$ cat config.mk
export PLATFORM = sky130hd
export DESIGN_NAME = tool_flange_can_status_decoder_flat
export DESIGN_NICKNAME = d
export VERILOG_FILES = /design/src/tfcsd_pkg.sv /design/src/tfcsd_intf.sv /design/src/tool_flange_can_status_decoder.sv /design/src/flat_wrapper.sv
export VERILOG_INCLUDE_DIRS = /design/src /design/src/src
export SDC_FILE = /design/constraint.sdc
export NUM_CORES = 1
export LEC_CHECK = 0
export BUFFER_PORTS_ARGS = -buffer_cell sky130_fd_sc_hd__buf_2
export CAP_MARGIN = 20
export CORE_MARGIN = 2
export CORE_UTILIZATION = 53
export CTS_CLUSTER_SIZE = 28
export DETAILED_ROUTE_END_ITERATION = 6
export MAX_ROUTING_LAYER = met4
export PLACE_DENSITY = 0.85
export SYNTH_ARGS = -nofsm -noshare
export SYNTH_HDL_FRONTEND = slang
export SYNTH_SLANG_ARGS = --single-unit
$ cat constraint.sdc
create_clock -name clk -period 6.6 [get_ports clk]
set_clock_uncertainty 0.1 [all_clocks]
set_input_delay 0.99 -clock clk [delete_from_list [all_inputs] [get_ports clk]]
set_output_delay 0.99 -clock clk [all_outputs]
set_load 0.005 [all_outputs]
$ cat src/tool_flange_can_status_decoder_defines.svh
// assertion macros for the tool flange can status decoder
`ifndef TOOL_FLANGE_CAN_STATUS_DECODER_DEFINES_SVH
`define TOOL_FLANGE_CAN_STATUS_DECODER_DEFINES_SVH

`ifndef SYNTHESIS
`define TFCSD_ASSERT(lbl, prop) \
  lbl: assert property (@(posedge clk) disable iff (!rst_n) prop) \
    else $error("tfcsd assertion failed");
`define TFCSD_ASSERT_ALWAYS(lbl, prop) \
  lbl: assert property (@(posedge clk) prop) \
    else $error("tfcsd assertion failed");
`else
`define TFCSD_ASSERT(lbl, prop)
`define TFCSD_ASSERT_ALWAYS(lbl, prop)
`endif

`endif

$ cat src/tfcsd_pkg.sv
// types and constants of the tool flange can status decoder
`timescale 1ns / 1ps

package tfcsd_pkg;

  typedef logic [1:0]         req_t;
  typedef logic [3:0]         chan_t;
  typedef logic [10:0]        can_id_t;
  typedef logic [3:0]         dlc_t;
  typedef logic [63:0]        payload_t;
  typedef logic [7:0]         count_t;
  typedef logic signed [15:0] raw_word_t;
  typedef logic [6:0]         temp_t;
  typedef logic [9:0]         io_t;
  typedef logic [5:0]         volts_t;
  typedef logic [31:0]        version_t;
  typedef logic [48:0]        general_t;
  typedef logic [3:0]         cfg_index_t;
  typedef logic [7:0]         cfg_data_t;

  localparam req_t REQ_FRAME = 2'd0;
  localparam req_t REQ_TICK  = 2'd1;
  localparam req_t REQ_CLEAR = 2'd2;

  localparam can_id_t ID_GYRO    = 11'h110;
  localparam can_id_t ID_ACCEL   = 11'h111;
  localparam can_id_t ID_GENERAL = 11'h120;

  localparam cfg_index_t CFG_OWN_CHANNEL   = 4'd0;
  localparam cfg_index_t CFG_TIMEOUT_LIMIT = 4'd1;

  localparam count_t TIMEOUT_RESET = 8'd200;
  localparam dlc_t   SUBTYPE_MIN_LEN = 4'd6;
  localparam logic [7:0] TYPE_VERSION = 8'd1;

endpackage

$ cat src/tfcsd_intf.sv
// handshake channel interfaces of the tool flange can status decoder
`timescale 1ns / 1ps

interface tfcsd_in_if;
  import tfcsd_pkg::*;
  logic     valid;
  logic     ready;
  req_t     req_type;
  chan_t    channel;
  can_id_t  frame_id;
  dlc_t     frame_length;
  payload_t payload;
  count_t   tick_amount;
  modport source (output valid, req_type, channel, frame_id, frame_length, payload,
                  tick_amount, input ready);
  modport sink (input valid, req_type, channel, frame_id, frame_length, payload,
                tick_amount, output ready);
endinterface

interface tfcsd_out_if;
  import tfcsd_pkg::*;
  logic      valid;
  logic      ready;
  raw_word_t gyro_x;
  raw_word_t gyro_y;
  raw_word_t gyro_z;
  raw_word_t accel_x;
  raw_word_t accel_y;
  raw_word_t accel_z;
  temp_t     temperature;
  io_t       io_bits;
  volts_t    supply_volts;
  logic      link_up;
  version_t  ctrl_version;
  general_t  general_record;
  modport source (output valid, gyro_x, gyro_y, gyro_z, accel_x, accel_y, accel_z,
                  temperature, io_bits, supply_volts, link_up, ctrl_version,
                  general_record, input ready);
  modport sink (input valid, gyro_x, gyro_y, gyro_z, accel_x, accel_y, accel_z,
                temperature, io_bits, supply_volts, link_up, ctrl_version,
                general_record, output ready);
endinterface

interface tfcsd_cfg_if;
  import tfcsd_pkg::*;
  logic       valid;
  logic       ready;
  cfg_index_t index;
  cfg_data_t  data;
  modport source (output valid, index, data, input ready);
  modport sink (input valid, index, data, output ready);
endinterface

$ cat src/tool_flange_can_status_decoder.sv
// top level of the tool flange can status decoder
`timescale 1ns / 1ps
`include "tool_flange_can_status_decoder_defines.svh"

// tool flange can status decoder
// in_ch carries one word per item: a received can frame, a watchdog tick
// or a request to clear the general record. frames on a channel other than
// own_channel change nothing. out_ch returns one status snapshot per item.
// cfg_ch writes own_channel (index 0) and timeout_limit (index 1); it is
// always ready and must only be used while the block is idle.
// the snapshot of an item is valid on out_ch in the cycle after the item is
// accepted. throughput: one item per cycle unless the receiver stalls, set
// by the single snapshot register, which also holds the decoded state.
// in_ch.ready is high while the snapshot register is empty or being taken
// in the same cycle; when the receiver stalls, the snapshot holds and
// in_ch.ready stays low.
// reset clears all decoded state, sets the watchdog count and timeout
// limit to 200, own_channel to 0, and empties the output.

module tool_flange_can_status_decoder (
  input  logic        clk,
  input  logic        rst_n,
  tfcsd_in_if.sink    in_ch,
  tfcsd_out_if.source out_ch,
  tfcsd_cfg_if.sink   cfg_ch
);
  import tfcsd_pkg::*;

  chan_t     own_channel_r;
  count_t    timeout_limit_r;
  raw_word_t gyro_r [3];
  raw_word_t accel_r [3];
  temp_t     temp_r;
  io_t       io_r;
  volts_t    volts_r;
  count_t    wd_r;
  logic      link_r;
  version_t  version_r;
  general_t  general_r;
  logic      out_valid_r;

  logic       in_accept;
  logic       frame_hit;
  logic [7:0] b6;
  logic [7:0] b7;
  logic [8:0] wd_sum;
  logic       wd_sat;
  logic [7:0] sub_byte;
  volts_t     volts_nxt;

  assign in_ch.ready  = !out_valid_r || out_ch.ready;
  assign in_accept    = in_ch.valid && in_ch.ready;
  assign cfg_ch.ready = 1'b1;

  assign frame_hit = (in_ch.req_type == REQ_FRAME) && (in_ch.channel == own_channel_r);
  assign b6        = in_ch.payload[55:48];
  assign b7        = in_ch.payload[63:56];
  assign wd_sum    = {1'b0, wd_r} + {1'b0, in_ch.tick_amount};
  assign wd_sat    = wd_sum >= {1'b0, timeout_limit_r};
  assign sub_byte  = (in_ch.frame_length >= SUBTYPE_MIN_LEN) ? in_ch.payload[47:40] : 8'd0;
  // code times 12 as code times 8 plus code times 4
  assign volts_nxt = {1'b0, b7[1:0], 3'b000} + {2'b00, b7[1:0], 2'b00};

  always_ff @(posedge clk) begin
    if (!rst_n) begin
      own_channel_r   <= '0;
      timeout_limit_r <= TIMEOUT_RESET;
    end else if (cfg_ch.valid) begin
      unique case (cfg_ch.index)
        CFG_OWN_CHANNEL:   own_channel_r   <= cfg_ch.data[3:0];
        CFG_TIMEOUT_LIMIT: timeout_limit_r <= cfg_ch.data;
        default: ;
      endcase
    end
  end

  always_ff @(posedge clk) begin
    if (!rst_n) begin
      out_valid_r <= 1'b0;
    end else if (in_accept) begin
      out_valid_r <= 1'b1;
    end else if (out_ch.ready) begin
      out_valid_r <= 1'b0;
    end
  end

  always_ff @(posedge clk) begin
    if (!rst_n) begin
      for (int i = 0; i < 3; i++) begin
        gyro_r[i]  <= '0;
        accel_r[i] <= '0;
      end
      temp_r    <= '0;
      io_r      <= '0;
      volts_r   <= '0;
      wd_r      <= TIMEOUT_RESET;
      link_r    <= 1'b0;
      version_r <= '0;
      general_r <= '0;
    end else if (in_accept) begin
      if (frame_hit && (in_ch.frame_id == ID_GYRO)) begin
        for (int i = 0; i < 3; i++) begin
          gyro_r[i] <= in_ch.payload[16*i +: 16];
        end
        io_r[5:2] <= {b6[4], b6[5], b6[6], b6[7]};
      end
      if (frame_hit && (in_ch.frame_id == ID_ACCEL)) begin
        for (int i = 0; i < 3; i++) begin
          accel_r[i] <= in_ch.payload[16*i +: 16];
        end
        temp_r  <= b6[6:0];
        io_r[1:0] <= {b7[6], b7[7]};
        io_r[9:6] <= {b7[3], b6[7], b7[4], b7[5]};
        volts_r <= volts_nxt;
        wd_r    <= '0;
        link_r  <= 1'b1;
      end
      if (frame_hit && (in_ch.frame_id == ID_GENERAL)) begin
        general_r <= {1'b1, sub_byte, in_ch.payload[7:0], in_ch.payload[39:8]};
        if (in_ch.payload[7:0] == TYPE_VERSION) begin
          version_r <= in_ch.payload[39:8];
        end
      end
      if (in_ch.req_type == REQ_TICK) begin
        if (wd_sat) begin
          wd_r   <= timeout_limit_r;
          link_r <= 1'b0;
        end else begin
          wd_r <= wd_sum[7:0];
        end
      end
      if (in_ch.req_type == REQ_CLEAR) begin
        general_r <= '0;
      end
    end
  end

  assign out_ch.valid            = out_valid_r;
  assign out_ch.gyro_x           = gyro_r[0];
  assign out_ch.gyro_y           = gyro_r[1];
  assign out_ch.gyro_z           = gyro_r[2];
  assign out_ch.accel_x          = accel_r[0];
  assign out_ch.accel_y          = accel_r[1];
  assign out_ch.accel_z          = accel_r[2];
  assign out_ch.temperature      = temp_r;
  assign out_ch.io_bits          = io_r;
  assign out_ch.supply_volts     = volts_r;
  assign out_ch.link_up          = link_r;
  assign out_ch.ctrl_version     = version_r;
  assign out_ch.general_record   = general_r;

  // watchdog never passes the limit after a tick
  `TFCSD_ASSERT(a_wd_bound, in_accept && (in_ch.req_type == REQ_TICK) |=> wd_r <= timeout_limit_r)
  // saturating tick drops the link
  `TFCSD_ASSERT(a_wd_drop, in_accept && (in_ch.req_type == REQ_TICK) && wd_sat |=> !link_r)
  // accepted accel frame raises the link in its snapshot
  `TFCSD_ASSERT(a_link_set, in_accept && frame_hit && (in_ch.frame_id == ID_ACCEL) |=> out_ch.valid && link_r && (wd_r == 8'd0))
  // clear request empties the general record
  `TFCSD_ASSERT(a_clear, in_accept && (in_ch.req_type == REQ_CLEAR) |=> general_r == '0)
  // a new snapshot only follows an accepted word
  `TFCSD_ASSERT(a_valid_src, $rose(out_valid_r) |-> $past(in_accept))

endmodule

$ cat src/flat_wrapper.sv
// flat-port wrapper written by rule: the top's interface ports become plain ports
module tool_flange_can_status_decoder_flat import tfcsd_pkg::*;
  (clk, rst_n, in_ch_valid, in_ch_req_type, in_ch_channel, in_ch_frame_id, in_ch_frame_length, in_ch_payload, in_ch_tick_amount, in_ch_ready, out_ch_valid, out_ch_gyro_x, out_ch_gyro_y, out_ch_gyro_z, out_ch_accel_x, out_ch_accel_y, out_ch_accel_z, out_ch_temperature, out_ch_io_bits, out_ch_supply_volts, out_ch_link_up, out_ch_ctrl_version, out_ch_general_record, out_ch_ready, cfg_ch_valid, cfg_ch_index, cfg_ch_data, cfg_ch_ready);
  tfcsd_in_if in_ch_i ();
  tfcsd_out_if out_ch_i ();
  tfcsd_cfg_if cfg_ch_i ();
  input  logic clk;
  input  logic rst_n;
  input wire logic [$bits(in_ch_i.valid)-1:0] in_ch_valid;
  input wire logic [$bits(in_ch_i.req_type)-1:0] in_ch_req_type;
  input wire logic [$bits(in_ch_i.channel)-1:0] in_ch_channel;
  input wire logic [$bits(in_ch_i.frame_id)-1:0] in_ch_frame_id;
  input wire logic [$bits(in_ch_i.frame_length)-1:0] in_ch_frame_length;
  input wire logic [$bits(in_ch_i.payload)-1:0] in_ch_payload;
  input wire logic [$bits(in_ch_i.tick_amount)-1:0] in_ch_tick_amount;
  output wire logic [$bits(in_ch_i.ready)-1:0] in_ch_ready;
  output wire logic [$bits(out_ch_i.valid)-1:0] out_ch_valid;
  output wire logic [$bits(out_ch_i.gyro_x)-1:0] out_ch_gyro_x;
  output wire logic [$bits(out_ch_i.gyro_y)-1:0] out_ch_gyro_y;
  output wire logic [$bits(out_ch_i.gyro_z)-1:0] out_ch_gyro_z;
  output wire logic [$bits(out_ch_i.accel_x)-1:0] out_ch_accel_x;
  output wire logic [$bits(out_ch_i.accel_y)-1:0] out_ch_accel_y;
  output wire logic [$bits(out_ch_i.accel_z)-1:0] out_ch_accel_z;
  output wire logic [$bits(out_ch_i.temperature)-1:0] out_ch_temperature;
  output wire logic [$bits(out_ch_i.io_bits)-1:0] out_ch_io_bits;
  output wire logic [$bits(out_ch_i.supply_volts)-1:0] out_ch_supply_volts;
  output wire logic [$bits(out_ch_i.link_up)-1:0] out_ch_link_up;
  output wire logic [$bits(out_ch_i.ctrl_version)-1:0] out_ch_ctrl_version;
  output wire logic [$bits(out_ch_i.general_record)-1:0] out_ch_general_record;
  input wire logic [$bits(out_ch_i.ready)-1:0] out_ch_ready;
  input wire logic [$bits(cfg_ch_i.valid)-1:0] cfg_ch_valid;
  input wire logic [$bits(cfg_ch_i.index)-1:0] cfg_ch_index;
  input wire logic [$bits(cfg_ch_i.data)-1:0] cfg_ch_data;
  output wire logic [$bits(cfg_ch_i.ready)-1:0] cfg_ch_ready;
  assign in_ch_i.valid = in_ch_valid;
  assign in_ch_i.req_type = in_ch_req_type;
  assign in_ch_i.channel = in_ch_channel;
  assign in_ch_i.frame_id = in_ch_frame_id;
  assign in_ch_i.frame_length = in_ch_frame_length;
  assign in_ch_i.payload = in_ch_payload;
  assign in_ch_i.tick_amount = in_ch_tick_amount;
  assign in_ch_ready = in_ch_i.ready;
  assign out_ch_valid = out_ch_i.valid;
  assign out_ch_gyro_x = out_ch_i.gyro_x;
  assign out_ch_gyro_y = out_ch_i.gyro_y;
  assign out_ch_gyro_z = out_ch_i.gyro_z;
  assign out_ch_accel_x = out_ch_i.accel_x;
  assign out_ch_accel_y = out_ch_i.accel_y;
  assign out_ch_accel_z = out_ch_i.accel_z;
  assign out_ch_temperature = out_ch_i.temperature;
  assign out_ch_io_bits = out_ch_i.io_bits;
  assign out_ch_supply_volts = out_ch_i.supply_volts;
  assign out_ch_link_up = out_ch_i.link_up;
  assign out_ch_ctrl_version = out_ch_i.ctrl_version;
  assign out_ch_general_record = out_ch_i.general_record;
  assign out_ch_i.ready = out_ch_ready;
  assign cfg_ch_i.valid = cfg_ch_valid;
  assign cfg_ch_i.index = cfg_ch_index;
  assign cfg_ch_i.data = cfg_ch_data;
  assign cfg_ch_ready = cfg_ch_i.ready;
  tool_flange_can_status_decoder u_core (.clk(clk), .rst_n(rst_n), .in_ch(in_ch_i), .out_ch(out_ch_i), .cfg_ch(cfg_ch_i));
endmodule
==> impl_metrics.yaml <==
synth:
  netlist_instances: 672
  yosys_warnings: 0
  synth_area_um2: 8600
  ys_types: 56
  synth_common_cells: "124 x dfxtp_1, 97 x and2_1, 96 x edfxtp_1"
  synth-seq-area-share: 0.624
  synthTopCellsByArea: "edfxtp_1 34%, dfxtp_1 29%, and2_1 7.1%"
  synth.avg_cell_area_um2: 12.8
  synth_edf_count: 96
  async_reset_ff_frac: 0
  ys_seq_elements: 220
  yosysTopAreaCell: "edfxtp_1"
  synth_flop_cell: "dfxtp_1"
  yosys.area.top_type_share: 0.335
  yosys.cell_count.top_type: "dfxtp_1"
final_layout:
  regArea_um2: 5370
  final_util: 0.691
  fin_cells: 1208
  multi_input_area_um2: 2950
  num-fill-cells: 1150
  drive_gt1_frac: 0.365
  areaGrowthSynthToFinish_pct: 27.7
  final_nets: 1103
setup_path:
  worstSetupStartpointType: "input pin"
  arrival_ns: 4.49
  crit_type: "input pin to flop"
  crit_path_end_kind: "flop"
  cp_data_required_time_ns: 6.90
  path_max_fanout: 9
die:
  initial_core_util: 0.541
  coreArea_um2: 15900
  placementRows: 46
  die_h_um: 131
  dieArea_um2: 17300
  ios: 314
  dieWidth_um: 131
grt:
  grt_pass1_vias: 6405
  grt_usage: 0.267
  grt_max_degree: 66
  overflow: 0
  grt_first_pass_wirelength_mm: 35.7
  antenna_found_initial: 2
detailed_routing:
  vias: 6634
  drt_first_iter_violations: 420
  drcViolationCount: 0
  wl_per_cell_um: 19.3
  wl_mm: 23.4
  final_antenna_net_count: 0
  vias_per_cell: 5.49
  firstDrtPassIters: 5
timing:
  rsz0062_at_grt: "false"
  period_needed_ns: 4.20
  maxSlewViolCount: 0
  tightest_slew_ns: 1.10
  setup_viol: 0
  period_share: 0.636
  max_slew_margin: 0.266
  hold_viol: 0
  tns_ns: 0
  max_freq_mhz: 238
place:
  io_buffers: 308
  gp_congestion: 0.883
  place_hpwl_mm: 15.9
  dpl.cell_count: 1164
clocking:
  clockBufferDepth: 3
  cts_tree: "yes"
  cts_setup_buffers: 0
  clkLatencyLatePin_ns: 0.50
  htree_levels: 1
  cts_root_buf: "clkbuf_16"
  cts_made_buffers: 22
  hold_buffers: 0
  clk_pin_slew_ns: 0.06
  cts-resized-gates: 0
  clock_sinks: 220
pwr:
  ir_worst_vdd_mv: 0.181
  power-per-cell-area_nw_per_um2: 260
  total_power_mw: 2.85
  p_leak_nw: 5.32
min_path:
  hold_class: "flop to flop"
status:
  status: "completed"
run:
  drv_cap: 0
[worst paths after layout]
| kind | slack [ns] | cells after the start | to | startpoint |
|---|---|---|---|---|
| setup / recovery | 2.40 | 12 | u_core.wd_r[2] | in_ch_tick_amount[0] |
| hold reg to reg | 0.37 | 1 | u_core.out_ch.temperature[3] | u_core.out_ch.temperature[3] |
| hold / removal | 0.37 | 1 | u_core.out_ch.temperature[3] | u_core.out_ch.temperature[3] |
| setup reg to reg | 2.70 | 11 | u_core.wd_r[2] | u_core.wd_r[0] |
[metrics by stage]
| stage | area, um2 | hold slack, ns | setup WS, ns |
|---|---|---|---|
| after floorplan | 8600 | 0.345 | 2.60 |
| after global placement | 10200 | 0.331 | 2.11 |
| after detailed placement | 10200 | 0.343 | 2.02 |
| after CTS | 10900 | 0.370 | 2.49 |
| after global routing | 11000 | 0.384 | 2.16 |
| final | 11000 | 0.373 | 2.40 |
[critical path, stage by stage]
cell      delay, ns
buf_2          0.10
ha_1           0.22
fa_1           0.44
a211o_1        0.34
a2111o_1       0.38
o311ai_0       0.19
ha_1           0.38
a211oi_1       0.22
o21ai_0        0.15
o221ai_1       0.67
a21oi_1        0.14
o31ai_1        0.27
[where the power goes]
| group | internal, mW | leakage (nW) | switching, mW | total [mW] |
|---|---|---|---|---|
| Sequential | 1.44 | 2.00 | 0.00683 | 1.45 |
| Clock | 0.723 | 0.346 | 0.496 | 1.22 |
| Combinational | 0.0708 | 2.97 | 0.117 | 0.188 |
[cell usage in the layout, fill, tap and decap left out, types with 6 or more instances in the layout]
cell / n
a21oi_1: 13
a22o_1: 69
and2_1: 97
buf_2: 308
clkbuf_1: 6
clkbuf_16: 23
dfxtp_1: 124
edfxtp_1: 96
ha_1: 18
inv_1: 13
mux2i_1: 44
nand2_1: 11
nand3_1: 9
nand4_1: 12
nor2_1: 46
o21ai_0: 6
[metal layers]
metal  routed length (um)  GRT usage  vias to the layer above
li1                     -          -                     3065
met1                 9140      0.324                     3185
met2                11800      0.459                      326
met3                 1650     0.0386                       58
met4                  777     0.0918                        0
met5                    0          -                        -
[final cells by class]
cell class	instances	share of cell area
clock buffer	33	0.0595
clock inverter	7	0.00570
multi-input combinational	400	0.269
timing repair buffer	314	0.147
tap	216	0.0246
sequential	220	0.489
inverter	16	0.00547
antenna	2	0.000456
[registers in the layout (all words and copies together) (netlist names)]
name and count:
u_core.out_ch.general_record 49, u_core.accel_r 48, u_core.gyro_r 48, u_core.out_ch.ctrl_version 32, u_core.out_ch.io_bits 10, u_core.timeout_limit_r 8, u_core.wd_r 8, u_core.out_ch.temperature 7
u_core.out_ch.supply_volts 4, u_core.own_channel_r 4, u_core.out_ch.link_up 1, u_core.out_ch.valid 1
[cell families after synthesis]
| logic type | after synthesis | share of synthesized area |
|---|---|---|
| flip-flops | 220 | 0.624 |
| AND/OR/NAND/NOR | 203 | 0.137 |
| AO/OA/AOI/OAI | 125 | 0.117 |
| buffers and inverters | 53 | 0.0361 |
| multiplexers | 44 | 0.0512 |
| adder cells (fa/ha/maj) | 19 | 0.0285 |
| XOR/XNOR | 6 | 0.00611 |
| other | 2 | 0.000874 |
No activity file was read; power rests on OpenSTA's default activity.
